<file path="src/rtl/core/tcd_pkg.sv">
// Package for the termcap capability decoder: payload and event types,
// result and query codes, register indexes and character constants.
// No dependencies.
package tcd_pkg;

   // Default sizes handed down from the top level
   localparam int NAME_CHARS_DEF  = 8;
   localparam int NUMBER_BITS_DEF = 32;
   localparam int QUEUE_DEPTH     = 4;

   // Configuration port
   localparam int CSR_ADDR_W = 5;
   localparam int CSR_DATA_W = 64;
   localparam logic [1:0] CSR_CAP_NAME   = 2'd0;
   localparam logic [1:0] CSR_CAP_LENGTH = 2'd1;
   localparam logic [1:0] CSR_QUERY_KIND = 2'd2;

   // Query kinds
   localparam logic [1:0] QK_NUMBER = 2'd0;
   localparam logic [1:0] QK_FLAG   = 2'd1;
   localparam logic [1:0] QK_STRING = 2'd2;

   // Result kinds
   localparam logic [2:0] RK_BYTE     = 3'd0;
   localparam logic [2:0] RK_STRDONE  = 3'd1;
   localparam logic [2:0] RK_NUMBER   = 3'd2;
   localparam logic [2:0] RK_FLAG     = 3'd3;
   localparam logic [2:0] RK_NOTFOUND = 3'd4;
   localparam logic [2:0] RK_WRONG    = 3'd5;
   localparam logic [2:0] RK_TRUNC    = 3'd6;

   // Characters
   localparam logic [7:0] CH_COLON  = 8'h3A;
   localparam logic [7:0] CH_HASH   = 8'h23;
   localparam logic [7:0] CH_EQUAL  = 8'h3D;
   localparam logic [7:0] CH_BSLASH = 8'h5C;
   localparam logic [7:0] CH_CARET  = 8'h5E;
   localparam logic [7:0] CH_AT     = 8'h40;
   localparam logic [7:0] CH_ZERO   = 8'h30;
   localparam logic [7:0] CH_SEVEN  = 8'h37;
   localparam logic [7:0] CH_UPPER_E = 8'h45;
   localparam logic [7:0] CH_LOWER_B = 8'h62;
   localparam logic [7:0] CH_LOWER_F = 8'h66;
   localparam logic [7:0] CH_LOWER_N = 8'h6E;
   localparam logic [7:0] CH_LOWER_R = 8'h72;
   localparam logic [7:0] CH_LOWER_T = 8'h74;
   localparam logic [7:0] CH_ESC     = 8'h1B;
   localparam logic [7:0] CH_BS      = 8'h08;
   localparam logic [7:0] CH_FF      = 8'h0C;
   localparam logic [7:0] CH_LF      = 8'h0A;
   localparam logic [7:0] CH_CR      = 8'h0D;
   localparam logic [7:0] CH_TAB     = 8'h09;

   typedef struct packed {
      logic [7:0] entry_byte;
      logic       entry_end;
   } req_type;

   typedef struct packed {
      logic [2:0]         result_kind;
      logic [7:0]         decoded_byte;
      logic signed [31:0] number_value;
      logic               is_last;
   } rsp_type;

   // Configuration seen by the front end
   typedef struct packed {
      logic [63:0] cap_name;
      logic [3:0]  cap_length;
      logic [1:0]  query_kind;
   } cfg_type;

   // One classified item: its first result, and whether a truncated
   // status follows it
   typedef struct packed {
      rsp_type first;
      logic    trunc_after;
   } event_type;

endpackage

</file>
<file path="src/rtl/core/termcap_capability_decoder.sv">
// Top level of the termcap capability decoder: configuration registers,
// front end, event queue and back end. Depends on tcd_pkg and tcd_* modules.
//
// Feed one entry byte per push; the block accepts one byte every cycle while
// full is low and needs no clearing pass after reset. Each byte is decoded
// in the cycle it is accepted and lands in a four-entry event queue; the
// result port then gives one item per cycle while pop is held, through its
// output register. A byte that yields both a decoded character and a
// truncated status gives two result items, the character first, and full
// rises only when the queue fills behind a stalled or doubled result stream.
// Registers: cap_name at byte address 0 (64 bits), cap_length at 8,
// query_kind at 16; a write applies from the next accepted byte on.
module termcap_capability_decoder
   import tcd_pkg::*;
#(
   parameter int NAME_CHARS  = NAME_CHARS_DEF,
   parameter int NUMBER_BITS = NUMBER_BITS_DEF
) (
   input  logic                  clock,
   input  logic                  reset,
   input  logic                  push,
   output logic                  full,
   input  req_type               req_data,
   output logic                  empty,
   input  logic                  pop,
   output rsp_type               rsp_data,
   input  logic                  psel,
   input  logic                  penable,
   input  logic                  pwrite,
   input  logic [CSR_ADDR_W-1:0] paddr,
   input  logic [CSR_DATA_W-1:0] pwdata,
   output logic [CSR_DATA_W-1:0] prdata,
   output logic                  pready
);

   logic [63:0] cap_name_ff;
   logic [3:0]  cap_length_ff;
   logic [1:0]  query_kind_ff;
   logic [1:0]  csr_index;
   logic        csr_write;
   cfg_type     cfg;
   logic        accept;
   logic        front_valid;
   event_type   front_ev;
   logic        queue_valid;
   event_type   queue_head;
   logic        queue_pop;

   assign pready = 1'b1;
   assign csr_index = paddr[4:3];
   assign csr_write = psel && penable && pwrite && pready;

   // Write configuration registers
   always_ff @(posedge clock) begin
      if (reset) begin
         cap_name_ff <= '0;
         cap_length_ff <= 4'd1;
         query_kind_ff <= QK_NUMBER;
      end else if (csr_write) begin
         case (csr_index)
            CSR_CAP_NAME:   cap_name_ff <= pwdata;
            CSR_CAP_LENGTH: cap_length_ff <= pwdata[3:0];
            CSR_QUERY_KIND: query_kind_ff <= pwdata[1:0];
            default: begin
            end
         endcase
      end
   end

   // Read back configuration registers
   always_comb begin
      case (csr_index)
         CSR_CAP_NAME:   prdata = cap_name_ff;
         CSR_CAP_LENGTH: prdata = {60'b0, cap_length_ff};
         CSR_QUERY_KIND: prdata = {62'b0, query_kind_ff};
         default:        prdata = '0;
      endcase
   end

   assign cfg.cap_name = cap_name_ff;
   assign cfg.cap_length = cap_length_ff;
   assign cfg.query_kind = query_kind_ff;

   assign accept = push && !full;

   tcd_front #(
      .NAME_CHARS  (NAME_CHARS),
      .NUMBER_BITS (NUMBER_BITS)
   ) u_front (
      .clock    (clock),
      .reset    (reset),
      .cfg      (cfg),
      .accept   (accept),
      .item     (req_data),
      .ev_valid (front_valid),
      .ev       (front_ev)
   );

   tcd_queue #(
      .DEPTH (QUEUE_DEPTH)
   ) u_queue (
      .clock   (clock),
      .reset   (reset),
      .push    (front_valid),
      .push_ev (front_ev),
      .full    (full),
      .pop     (queue_pop),
      .valid   (queue_valid),
      .head    (queue_head)
   );

   tcd_back u_back (
      .clock    (clock),
      .reset    (reset),
      .ev_valid (queue_valid),
      .ev       (queue_head),
      .ev_pop   (queue_pop),
      .empty    (empty),
      .pop      (pop),
      .rsp_data (rsp_data)
   );

endmodule

</file>
<file path="src/rtl/core/tcd_front.sv">
// Front end of the termcap capability decoder: name match and value decode,
// one entry byte per accepted item. Depends on tcd_pkg.
module tcd_front
   import tcd_pkg::*;
#(
   parameter int NAME_CHARS  = NAME_CHARS_DEF,
   parameter int NUMBER_BITS = NUMBER_BITS_DEF
) (
   input  logic      clock,
   input  logic      reset,
   input  cfg_type   cfg,
   input  logic      accept,
   input  req_type   item,
   output logic      ev_valid,
   output event_type ev
);

   localparam logic [3:0] PH_SCAN  = 4'd0;
   localparam logic [3:0] PH_KIND  = 4'd1;
   localparam logic [3:0] PH_NUM   = 4'd2;
   localparam logic [3:0] PH_STR   = 4'd3;
   localparam logic [3:0] PH_ESC   = 4'd4;
   localparam logic [3:0] PH_OCT1  = 4'd5;
   localparam logic [3:0] PH_OCT2  = 4'd6;
   localparam logic [3:0] PH_CARET = 4'd7;
   localparam logic [3:0] PH_DONE  = 4'd8;

   logic [3:0]             phase_ff, phase_in;
   logic [NAME_CHARS-1:0]  match_ff, match_in;
   logic [NUMBER_BITS-1:0] acc_ff, acc_in;
   logic [7:0]             oct_ff, oct_in;

   logic [3:0] lim;
   logic [3:0] name_len;
   logic       zero_seen;
   logic [7:0] c;
   logic [7:0] oct_digit;
   logic       emit;
   logic       status;
   logic [2:0] status_kind;
   rsp_type    first;

   assign c = item.entry_byte;
   assign oct_digit = c - CH_ZERO;

   // Work out the name length: limit, then cut at the first zero byte
   always_comb begin
      lim = (cfg.cap_length > 4'(NAME_CHARS)) ? 4'(NAME_CHARS) : cfg.cap_length;
      name_len = lim;
      zero_seen = 1'b0;
      for (int k = 0; k < NAME_CHARS; k++) begin
         if (!zero_seen && (4'(k) < lim) && (cfg.cap_name[8*k +: 8] == 8'h00)) begin
            name_len = 4'(k);
            zero_seen = 1'b1;
         end
      end
   end

   // Advance the decode state for one byte and build its results
   always_comb begin
      phase_in = phase_ff;
      match_in = match_ff;
      acc_in = acc_ff;
      oct_in = oct_ff;
      emit = 1'b0;
      status = 1'b0;
      status_kind = RK_NOTFOUND;
      first = '0;
      if (accept) begin
         case (phase_ff)
            PH_SCAN: begin
               match_in = '0;
               for (int k = 0; k < NAME_CHARS; k++) begin
                  if (match_ff[k] && (4'(k) < name_len) &&
                      (c == cfg.cap_name[8*k +: 8])) begin
                     if (4'(k + 1) == name_len) begin
                        phase_in = PH_KIND;
                     end else if (k + 1 < NAME_CHARS) begin
                        match_in[(k + 1) % NAME_CHARS] = 1'b1;
                     end
                  end
               end
               if ((c == CH_COLON) && (name_len != 4'd0)) begin
                  match_in[0] = 1'b1;
               end
               if (phase_in == PH_KIND) begin
                  match_in = '0;
               end
            end
            PH_KIND: begin
               if ((cfg.query_kind == QK_NUMBER) && (c == CH_HASH)) begin
                  acc_in = '0;
                  phase_in = PH_NUM;
               end else if ((cfg.query_kind == QK_FLAG) && (c == CH_COLON)) begin
                  status = 1'b1;
                  status_kind = RK_FLAG;
                  phase_in = PH_DONE;
               end else if ((cfg.query_kind == QK_STRING) && (c == CH_EQUAL)) begin
                  phase_in = PH_STR;
               end else begin
                  status = 1'b1;
                  status_kind = RK_WRONG;
                  phase_in = PH_DONE;
               end
            end
            PH_NUM: begin
               if (c == CH_COLON) begin
                  status = 1'b1;
                  status_kind = RK_NUMBER;
                  phase_in = PH_DONE;
               end else begin
                  acc_in = (acc_ff << 3) + (acc_ff << 1) + NUMBER_BITS'(c)
                           - NUMBER_BITS'(CH_ZERO);
               end
            end
            PH_STR: begin
               if (c == CH_COLON) begin
                  status = 1'b1;
                  status_kind = RK_STRDONE;
                  phase_in = PH_DONE;
               end else if (c == CH_BSLASH) begin
                  phase_in = PH_ESC;
               end else if (c == CH_CARET) begin
                  phase_in = PH_CARET;
               end else begin
                  emit = 1'b1;
                  first.decoded_byte = c;
               end
            end
            PH_ESC: begin
               phase_in = PH_STR;
               if ((c >= CH_ZERO) && (c <= CH_SEVEN)) begin
                  oct_in = {c[1:0], 6'b0};
                  phase_in = PH_OCT1;
               end else begin
                  emit = 1'b1;
                  case (c)
                     CH_UPPER_E: first.decoded_byte = CH_ESC;
                     CH_LOWER_B: first.decoded_byte = CH_BS;
                     CH_LOWER_F: first.decoded_byte = CH_FF;
                     CH_LOWER_N: first.decoded_byte = CH_LF;
                     CH_LOWER_R: first.decoded_byte = CH_CR;
                     CH_LOWER_T: first.decoded_byte = CH_TAB;
                     default:    first.decoded_byte = c;
                  endcase
               end
            end
            PH_OCT1: begin
               oct_in = oct_ff + {oct_digit[4:0], 3'b0};
               phase_in = PH_OCT2;
            end
            PH_OCT2: begin
               emit = 1'b1;
               first.decoded_byte = oct_ff + oct_digit;
               oct_in = '0;
               phase_in = PH_STR;
            end
            PH_CARET: begin
               emit = 1'b1;
               first.decoded_byte = c - CH_AT;
               phase_in = PH_STR;
            end
            default: begin
            end
         endcase

         // Close the entry on its last byte
         if (item.entry_end) begin
            if ((phase_in == PH_SCAN) || (phase_in == PH_KIND)) begin
               status = 1'b1;
               status_kind = RK_NOTFOUND;
            end else if (phase_in != PH_DONE) begin
               status = 1'b1;
               status_kind = RK_TRUNC;
            end
            phase_in = PH_SCAN;
            match_in = '0;
            acc_in = '0;
            oct_in = '0;
         end
      end

      if (!emit) begin
         first.result_kind = status_kind;
         first.is_last = 1'b1;
         first.decoded_byte = '0;
         if (status_kind == RK_NUMBER) begin
            first.number_value = 32'($signed(acc_ff));
         end
      end else begin
         first.result_kind = RK_BYTE;
      end
   end

   assign ev_valid = accept && (emit || status);
   assign ev.first = first;
   assign ev.trunc_after = emit && status;

   // Hold decode state
   always_ff @(posedge clock) begin
      if (reset) begin
         phase_ff <= PH_SCAN;
         match_ff <= '0;
         acc_ff <= '0;
         oct_ff <= '0;
      end else begin
         phase_ff <= phase_in;
         match_ff <= match_in;
         acc_ff <= acc_in;
         oct_ff <= oct_in;
      end
   end

endmodule

</file>
<file path="src/rtl/core/tcd_queue.sv">
// Short event queue between the front and back ends of the termcap
// capability decoder. Depends on tcd_pkg.
module tcd_queue
   import tcd_pkg::*;
#(
   parameter int DEPTH = QUEUE_DEPTH
) (
   input  logic      clock,
   input  logic      reset,
   input  logic      push,
   input  event_type push_ev,
   output logic      full,
   input  logic      pop,
   output logic      valid,
   output event_type head
);

   localparam int PTR_W = (DEPTH > 1) ? $clog2(DEPTH) : 1;
   localparam int CNT_W = $clog2(DEPTH + 1);

   event_type             slot_ff [DEPTH];
   logic [PTR_W-1:0]      wr_ff, wr_in;
   logic [PTR_W-1:0]      rd_ff, rd_in;
   logic [CNT_W-1:0]      count_ff, count_in;
   logic                  do_push, do_pop;

   assign full = (count_ff == CNT_W'(DEPTH));
   assign valid = (count_ff != '0);
   assign head = slot_ff[rd_ff];
   assign do_push = push && !full;
   assign do_pop = pop && valid;

   // Advance pointers with wrap at the depth
   always_comb begin
      wr_in = wr_ff;
      rd_in = rd_ff;
      count_in = count_ff;
      if (do_push) begin
         wr_in = (wr_ff == PTR_W'(DEPTH - 1)) ? '0 : wr_ff + 1'b1;
      end
      if (do_pop) begin
         rd_in = (rd_ff == PTR_W'(DEPTH - 1)) ? '0 : rd_ff + 1'b1;
      end
      if (do_push && !do_pop) begin
         count_in = count_ff + 1'b1;
      end else if (do_pop && !do_push) begin
         count_in = count_ff - 1'b1;
      end
   end

   always_ff @(posedge clock) begin
      if (reset) begin
         wr_ff <= '0;
         rd_ff <= '0;
         count_ff <= '0;
      end else begin
         wr_ff <= wr_in;
         rd_ff <= rd_in;
         count_ff <= count_in;
      end
   end

   // Store the pushed event
   always_ff @(posedge clock) begin
      if (do_push) begin
         slot_ff[wr_ff] <= push_ev;
      end
   end

endmodule

</file>
<file path="src/rtl/core/tcd_back.sv">
// Back end of the termcap capability decoder: expands queued events into
// result items behind an output register. Depends on tcd_pkg.
module tcd_back
   import tcd_pkg::*;
(
   input  logic      clock,
   input  logic      reset,
   input  logic      ev_valid,
   input  event_type ev,
   output logic      ev_pop,
   output logic      empty,
   input  logic      pop,
   output rsp_type   rsp_data
);

   logic    out_valid_ff, out_valid_in;
   rsp_type out_ff, out_in;
   logic    pend_ff, pend_in;
   logic    load;
   rsp_type trunc_rsp;

   always_comb begin
      trunc_rsp = '0;
      trunc_rsp.result_kind = RK_TRUNC;
      trunc_rsp.is_last = 1'b1;
   end

   assign load = !out_valid_ff || pop;

   // Refill the output register: pending status first, then the queue head
   always_comb begin
      out_valid_in = out_valid_ff;
      out_in = out_ff;
      pend_in = pend_ff;
      ev_pop = 1'b0;
      if (load) begin
         if (pend_ff) begin
            out_in = trunc_rsp;
            out_valid_in = 1'b1;
            pend_in = 1'b0;
         end else if (ev_valid) begin
            out_in = ev.first;
            pend_in = ev.trunc_after;
            ev_pop = 1'b1;
            out_valid_in = 1'b1;
         end else begin
            out_valid_in = 1'b0;
         end
      end
   end

   always_ff @(posedge clock) begin
      if (reset) begin
         out_valid_ff <= 1'b0;
         pend_ff <= 1'b0;
      end else begin
         out_valid_ff <= out_valid_in;
         pend_ff <= pend_in;
      end
   end

   always_ff @(posedge clock) begin
      out_ff <= out_in;
   end

   assign empty = !out_valid_ff;
   assign rsp_data = out_ff;

endmodule

</file>
<file path="config.mk">
export PLATFORM = sky130hd
export DESIGN_NAME = termcap_capability_decoder
export DESIGN_NICKNAME = d
export VERILOG_FILES = /design/src/rtl/core/tcd_pkg.sv /design/src/rtl/core/termcap_capability_decoder.sv /design/src/rtl/core/tcd_front.sv /design/src/rtl/core/tcd_queue.sv /design/src/rtl/core/tcd_back.sv
export SDC_FILE = /design/constraint.sdc
export NUM_CORES = 1
export LEC_CHECK = 0
export ABC_AREA = 1
export BUFFER_PORTS_ARGS = -buffer_cell sky130_fd_sc_hd__buf_2
export CAP_MARGIN = 10
export CORE_ASPECT_RATIO = 1.1
export CORE_MARGIN = 2
export CORE_UTILIZATION = 55
export CTS_CLUSTER_SIZE = 40
export DETAILED_ROUTE_END_ITERATION = 10
export PLACE_DENSITY_LB_ADDON = 0.1
export SKIP_CTS_REPAIR_TIMING = 1
export SLEW_MARGIN = 20
export SYNTH_ARGS = -nofsm -noshare
export SYNTH_HDL_FRONTEND = slang
export SYNTH_SLANG_ARGS = --single-unit
</file>
<file path="constraint.sdc">
create_clock -name clock -period 6.75 [get_ports clock]
set_clock_uncertainty 0.15 [all_clocks]
set_input_delay 1.35 -clock clock [delete_from_list [all_inputs] [get_ports clock]]
set_output_delay 1.35 -clock clock [all_outputs]
set_load 0.1 [all_outputs]
</file>
==> key figures, run 1 <==
Timing
  • Total of endpoints with negative setup slack in the final report: 0
  • Final min period: 5.45 ns
  • Setup repair after global routing missed its margin: false
  • Timing-limited maximum frequency: 183 MHz
  • Share of the clock period used by the worst path after layout: 80.8%
  • Max Slew Vio Count: 0
  • Aggregate negative setup slack: 0 ns
  • Max-slew headroom: 32.0%
  • Hold violation count in the final report: 0
  • Transition time at the pin with the least slew margin: 1.02 ns

Drt
  • Wirelength per Cell: 16.8 um
  • Number of design rule violations left after detail routing: 0
  • Detailed-route wire length: 46400 um
  • Via count: 15300
  • Drt via density: 5.53
  • Count of routing violations after the opening detailed-route iteration: 946
  • Number of detailed-routing iterations run before antenna repair: 5
  • Antenna Nets Post-Route: 0

Final layout
  • Commonest cells after routing, fill and taps aside: 354 x nor2_1, 246 x inv_1, 245 x nand2_1
  • Area grow syn2layout: 13.6%
  • Antenna diode count: 0
  • Most common cell after layout, fill and taps aside: nor2_1
  • Final Cell Area: 21300 um2
  • Ratio of cells with drive above 1 in the final layout: 15.4%
  • Fin nets: 2497

Power
  • Leakage power figure: 0.00856 uW
  • Largest voltage drop on the vdd net: 0.000262 V
  • Pwr per Cell Area: 330 nW/um2

Floorplanning
  • Full die area: 35600 um2
  • Starting utilization of the core area: 56.1%
  • I/O Pins: 196
  • Die Span X: 180 um
  • Rows: 70
  • DIE HEIGHT: 198 um
  • Core area: 33500 um2

Worst setup path
  • Worst path slowest cell: clkinv_1
  • Depth of the worst register-to-register path: 29
  • Crit path capture type: register
  • Internal reg-to-reg setup slack: 2.33 ns
  • Worst reg2reg startpoint: cap_length_ff[3]
  • Type of element launching the critical path: input port
  • Reg2Reg Capture Point: u_queue.count_ff[2]
  • Library cell appearing most often on the critical path: nand2_1
  • Worst path arrival time: 5.72 ns
  • Critical Path RT: 7.02 ns
  • Crit Path Max Fanout: 16
  • Classification of the worst setup path: in2reg
  • CP peak stage delay: 0.58 ns

Yosys
  • Primary flip-flop cell chosen by synthesis mapping: edfxtp_1
  • Top-area cell type share of the netlist area: 35.8%
  • EDFF count, synth: 224
  • Fraction of the yosys area taken by sequential cells: 49.7%
  • Top cell type by total area after synthesis: edfxtp_1
  • Post-Synthesis Mean Instance Area: 8.74 um2
  • Post-Synthesis Net Count: 2343
  • Largest cells by area after synthesis: edfxtp_1 36%, dfxtp_1 14%, nor2_1 7.2%
  • Count of mapped cells out of synthesis: 2147
  • Number of different library cells in the post-synthesis netlist: 55
  • FFs w/ async S/R, synth: 0%
  • Number of warnings reported in the yosys synthesis log: 0
  • #FFs+latches synth: 354
  • Area of the mapped netlist: 18800 um2

Placement
  • Final HPWL from detailed placement: 31000 um
  • Gp weighted congestion: 0.902
  • Port Buf Inserts: 191
  • Dpl cell area: 20100 um2

GRT
  • Overflow after GRT: 0
  • Maximum number of pins on one net before global-route repair: 92
  • Met3 routing resource usage after global routing: 3.27%
  • Vias in the first global route: 14700
  • Overall routing resource usage: 25.9%
  • First-pass GRT wire length: 75100 um
  • Global routing's busiest layer: met2
  • Met2 capacity usage during global routing: 45.3%
  • Number of antenna violations at the first check in global routing: 0
  • Global-route track usage on met1: 33.8%

Clock tree
  • Total clock buffers created by CTS: 38
  • Clock latency at the later pin of the worst-skew pair: 0.54 ns
  • Clock tree root buffer cell: clkbuf_16
  • Number of clock sinks: 354
  • CTS tree: built
  • Htree depth: 2
  • Clock slew at the register clock pins of the worst setup and hold paths: 0.06 ns
  • Maximum buffer depth of the clock tree: 3

Run status
  • Result of the run: complete, no violations

Min path
  • Path category of the worst min-delay check: reg2reg
  • Sink of the worst hold path: u_front.match_ff[3]
  • Launch instance of the worst min-delay path: u_front.match_ff[3]
  • Worst hold path cell count: 2

Job
  • Total of max-cap violations: 0
logic make-up after synthesis:
group / Yosys count / share of synthesized area [%]
AOI/OAI and AO/OA: 511 / 14.8
xor gates and xnor gates: 35 / 1.63
adders and majority gates: 111 / 7.76
buffers and inverters: 362 / 7.50
DFF: 354 / 49.7
other: 1 / 0.0200
and+or+nand+nor: 773 / 18.6
critical path: cells and delay by family:
kind	cells	cell delay, ns
fa+ha+maj	2	0.52
compound gates	5	0.58
buf+inv	5	1.27
simple gates	14	1.98
through the flow:
step	utilization, %	power, uW	std cells	hold WS [ns]	worst slack (ns)
2_1_floorplan	-	4550	2147	0.291	1.06
3_3_place_gp	59.9	4950	2693	0.318	0.918
3_5_place_dp	59.9	4980	2693	0.322	0.800
4_1_cts	63.7	7070	2761	0.331	1.36
5_1_grt	63.7	7320	2761	0.351	0.910
6_report	63.7	7030	2761	0.331	1.30
final cells by class:
type	count	area [um2]
Clock buffer	49	1040
Clock inverter	19	223
Fill cell	2853	12100
Inverter	266	1000
Multi-Input combinational cell	1431	8070
Sequential cell	354	9330
Tap cell	432	541
Timing Repair Buffer	210	1110
registers in the layout, indices dropped and copies added, names as in the netlist, 2 cells and up, named ones only:
| signal | count |
|---|---|
| u_back.rsp_data | 44 |
| query_kind_ff | 2 |
| u_queue.count_ff | 3 |
| u_front.match_ff | 8 |
| u_front.oct_ff | 5 |
| u_front.acc_ff | 32 |
| cap_name_ff | 64 |
| u_front.phase_ff | 4 |
| u_queue.rd_ff | 2 |
| u_queue.slot_ff | 180 |
| u_queue.wr_ff | 2 |
| cap_length_ff | 4 |
cells in the mapped netlist (all sizes together), types with 2 or more instances:
cell	n
a21oi	210
nor3	51
nor4	7
edfxtp	224
a21boi	18
xor2	16
o2111ai	6
nand2	251
a2111oi	2
xnor2	19
clkinv	4
o21ai	210
a221oi	6
a31oi	5
nor2	367
nand3	66
o211ai	5
and3	2
o221ai	8
a21o	3
clkbuf	78
dfxtp	130
ha	102
buf	18
or2	9
o31ai	2
fa	9
a211oi	3
inv	262
nand4	18
o22ai	26
routing by layer:
layer	part of all wire, %	vias to the layer above	routed length [um]
met5	0	-	0
met4	2.7	0	1270
met3	5.2	87	2430
met2	48	481	22100
met1	44	7127	20600
li1	-	7575	-
worst max path at each step:
stage / endpoint / start / slack [ns] / cells past startpoint
after floorplan: u_queue.slot_ff[0][0] / req_data[3] / 1.06 / 17
after global placement: u_queue.count_ff[2] / req_data[1] / 0.92 / 26
after detailed placement: u_queue.count_ff[2] / req_data[1] / 0.80 / 26
after CTS: u_queue.count_ff[2] / req_data[1] / 1.36 / 26
after global routing: u_queue.count_ff[2] / req_data[1] / 0.91 / 26
final: u_queue.count_ff[2] / req_data[1] / 1.30 / 26
power breakdown:
| part | switching (uW) | internal (uW) | leakage [uW] | total (uW) |
|---|---|---|---|---|
| clock | 843 | 1250 | 0.000609 | 2090 |
| combinational | 1870 | 393 | 0.00480 | 2260 |
| sequential | 62.8 | 2610 | 0.00315 | 2670 |
(Power assumes the default switching activity.)
==> inputs of run 2 (changes only) <==
--- a/config.mk
+++ b/config.mk
@@ -10,7 +10,7 @@
 export CAP_MARGIN = 10
 export CORE_ASPECT_RATIO = 1.1
 export CORE_MARGIN = 2
-export CORE_UTILIZATION = 55
+export CORE_UTILIZATION = 54
 export CTS_CLUSTER_SIZE = 40
 export DETAILED_ROUTE_END_ITERATION = 10
 export PLACE_DENSITY_LB_ADDON = 0.1
==> constraint.sdc (replaced) <==
create_clock -name clock -period 4.85 [get_ports clock]
set_clock_uncertainty 0.15 [all_clocks]
set_input_delay 0.97 -clock clock [delete_from_list [all_inputs] [get_ports clock]]
set_output_delay 0.97 -clock clock [all_outputs]
set_load 0.1 [all_outputs]
==> run 2 against run 1 <==
Effect of this change:
- combinational power up 38%
- largest cell class unchanged
- critical path depth down 6
- largest power group unchanged
- wire length is 0.85% lower
- via count rose by 0.28%
- sequential power is 41% higher
- clock power is 39% higher
- non-clock buffer count is 34 higher
- critical path type unchanged
- sequential share of layout area shrank 0.64 points
==> key figures, run 2 (synthesis results as in run 1) <==
Run status
  • Result of the run: complete, no violations (unchanged)

Clock tree
  • Htree depth: 2 (unchanged)
  • Clock latency at the later pin of the worst-skew pair: 0.54 ns (about the same)
  • Clock slew at the register clock pins of the worst setup and hold paths: 0.06 ns (about the same)
  • Number of clock sinks: 354 (unchanged)
  • CTS tree: built (unchanged)
  • Clock tree root buffer cell: clkbuf_16 (unchanged)
  • Total clock buffers created by CTS: 38 (unchanged)
  • Maximum buffer depth of the clock tree: 3 (unchanged)

Placement
  • Final HPWL from detailed placement: 31800 um (was 31000 um)
  • Gp weighted congestion: 0.927 (was 0.902)
  • Placed Instances: 2733 (was 2693)
  • Worst slack at placement: -0.0726 ns (was 0.800 ns)
  • Port Buf Inserts: 191 (unchanged)

Timing
  • Hold violation count in the final report: 0 (unchanged)
  • Transition time at the pin with the least slew margin: 1.04 ns (was 1.02 ns)
  • Setup repair after global routing missed its margin: false (unchanged)
  • Max Slew Vio Count: 0 (unchanged)
  • Total of endpoints with negative setup slack in the final report: 0 (unchanged)
  • Share of the clock period used by the worst path after layout: 90.1%
  • Max-slew headroom: 30.5% (was 32.0%)
  • Final min period: 4.37 ns
  • Timing-limited maximum frequency: 229 MHz
  • Worst hold slack across all endpoints: 0.317 ns (was 0.331 ns)
  • Minimum setup slack in the final design: 0.478 ns (was 1.30 ns)

GRT
  • Vias in the first global route: 14600 (was 14700)
  • Overall routing resource usage: 25.4% (was 25.9%)
  • Number of antenna violations at the first check in global routing: 0 (unchanged)
  • Met2 capacity usage during global routing: 43.2% (was 45.3%)
  • Maximum number of pins on one net before global-route repair: 102 (was 92)
  • Met3 routing resource usage after global routing: 3.46% (was 3.27%)
  • Global-route track usage on met1: 33.3% (was 33.8%)
  • First-pass GRT wire length: 73800 um (was 75100 um)
  • Overflow after GRT: 0 (unchanged)
  • Global routing's busiest layer: met2 (unchanged)

Min path
  • Sink of the worst hold path: u_front.acc_ff[31] (was u_front.match_ff[3])
  • Launch instance of the worst min-delay path: u_front.acc_ff[31] (was u_front.match_ff[3])
  • Worst hold path cell count: 2 (unchanged)
  • Path category of the worst min-delay check: reg2reg (unchanged)

Power
  • Leakage power figure: 0.00876 uW (was 0.00856 uW)
  • Total power after layout: 9790 uW (was 7030 uW)
  • Pwr per Cell Area: 453 nW/um2 (was 330 nW/um2)
  • Largest voltage drop on the vdd net: 0.000363 V (was 0.000262 V)

Job
  • Total of max-cap violations: 0 (unchanged)

Worst setup path
  • Depth of the worst register-to-register path: 29 (unchanged)
  • Worst path arrival time: 4.61 ns (was 5.72 ns)
  • Worst reg2reg startpoint: cap_length_ff[3] (unchanged)
  • Critical Path RT: 5.09 ns (was 7.02 ns)
  • Type of element launching the critical path: input port (unchanged)
  • Crit path capture type: register (unchanged)
  • Reg2Reg Capture Point: u_queue.count_ff[2] (unchanged)
  • Internal reg-to-reg setup slack: 0.67 ns (was 2.33 ns)
  • Crit Path Max Fanout: 2 (was 16)
  • Classification of the worst setup path: in2reg (unchanged)

Drt
  • Number of detailed-routing iterations run before antenna repair: 6 (was 5)
  • Wirelength per Cell: 16.4 um (was 16.8 um)
  • Detailed-route wire length: 46100 um (was 46400 um)
  • Via count: 15300 (about the same)
  • Antenna Nets Post-Route: 0 (unchanged)
  • Drt via density: 5.46 (was 5.53)
  • Number of design rule violations left after detail routing: 0 (unchanged)
  • Count of routing violations after the opening detailed-route iteration: 1001 (was 946)

Floorplanning
  • Starting utilization of the core area: 54.9% (was 56.1%)
  • DIE HEIGHT: 200 um (was 198 um)
  • Core area: 34200 um2 (was 33500 um2)
  • Full die area: 36300 um2 (was 35600 um2)
  • Rows: 71 (was 70)
  • I/O Pins: 196 (unchanged)
  • Die Span X: 182 um (was 180 um)

Final layout
  • Fin nets: 2531 (was 2497)
  • Ratio of cells with drive above 1 in the final layout: 16.7% (was 15.4%)
  • Antenna diode count: 0 (unchanged)
  • Flip-flop count of the largest register, all copies and words added: 180 (unchanged)
  • Total of fill cells in the finished design: 2891 (was 2853)
  • Most common cell after layout, fill and taps aside: nor2_1 (unchanged)
  • Most flops, register: u_queue.slot_ff (unchanged)
  • Area grow syn2layout: 15.3% (was 13.6%)
  • Final design utilization: 63.3% (was 63.7%)
  • Non-filler instance count after layout: 2802 (was 2761)
  • Commonest cells after routing, fill and taps aside: 354 x nor2_1, 247 x inv_1, 245 x nand2_1 (was 354 x nor2_1, 246 x inv_1, 245 x nand2_1)
==> run 2: cell count changes in the layout (fill, tap and decap cells not counted), sizes merged <==
cell      change
inv           +3
clkbuf        -5
clkinvlp      -2
clkinv        +5
buf          +34
==> run 2: critical path, stage by stage <==
cell and delay (ns):
buf_2 0.14, fa_1 0.43, fa_1 0.49, ha_1 0.31, nand3_1 0.07, nand2_1 0.08
nand2_1 0.06, nand2_1 0.06, a21oi_1 0.08, o21ai_0 0.31, a21boi_0 0.20, o21ai_0 0.25
a21boi_0 0.15, o21ai_0 0.25, nand2_1 0.08, nand3_1 0.12, a21boi_0 0.12, or2_2 0.28
nand3_1 0.08, a21oi_1 0.06
==> run 2: cell type report <==
cell class	count	area, um2	area share, %
inverter	266	1000	4.62
multi-input combinational	1431	8070	37.3
sequential	354	9330	43.1
timing repair buffer	244	1420	6.55
clock buffer	44	1020	4.74
clock inverter	25	246	1.14
tap	438	548	2.53
==> run 2: power by group <==
group	total, uW	switching [uW]	internal, uW
sequential	3760	125	3630
clock	2910	1180	1730
combinational	3130	2560	565
total	9790	3860	5930
==> run 2: worst max path at each step <==
stage / from / cells past startpoint / end / slack (ns)
global placement: req_data[4] / 20 / u_front.acc_ff[26] / 0.04
floorplan: req_data[3] / 17 / u_queue.slot_ff[0][0] / -0.46
finish: req_data[4] / 20 / u_front.acc_ff[26] / 0.48
detailed placement: req_data[4] / 20 / u_front.acc_ff[26] / -0.07
global route: req_data[4] / 21 / u_front.acc_ff[24] / 0.13
CTS: req_data[4] / 20 / u_front.acc_ff[26] / 0.49
==> run 2: per-stage QoR <==
stage / TNS, ns / cell area [um2]
detailed placement: -0.0726 / 20400
finish: 0 / 21600
global placement: 0 / 20400
CTS: 0 / 21600
floorplan: -83.55 / 18800
global route: 0 / 21600
==> run 2: layer usage <==
metal / part of all wire (%) / wire, um / up-vias
met1: 44 / 20400 / 7092
met2: 47 / 21800 / 488
li1: - / - / 7640
met3: 5.5 / 2530 / 92
met5: 0 / 0 / -
met4: 3.0 / 1380 / 0
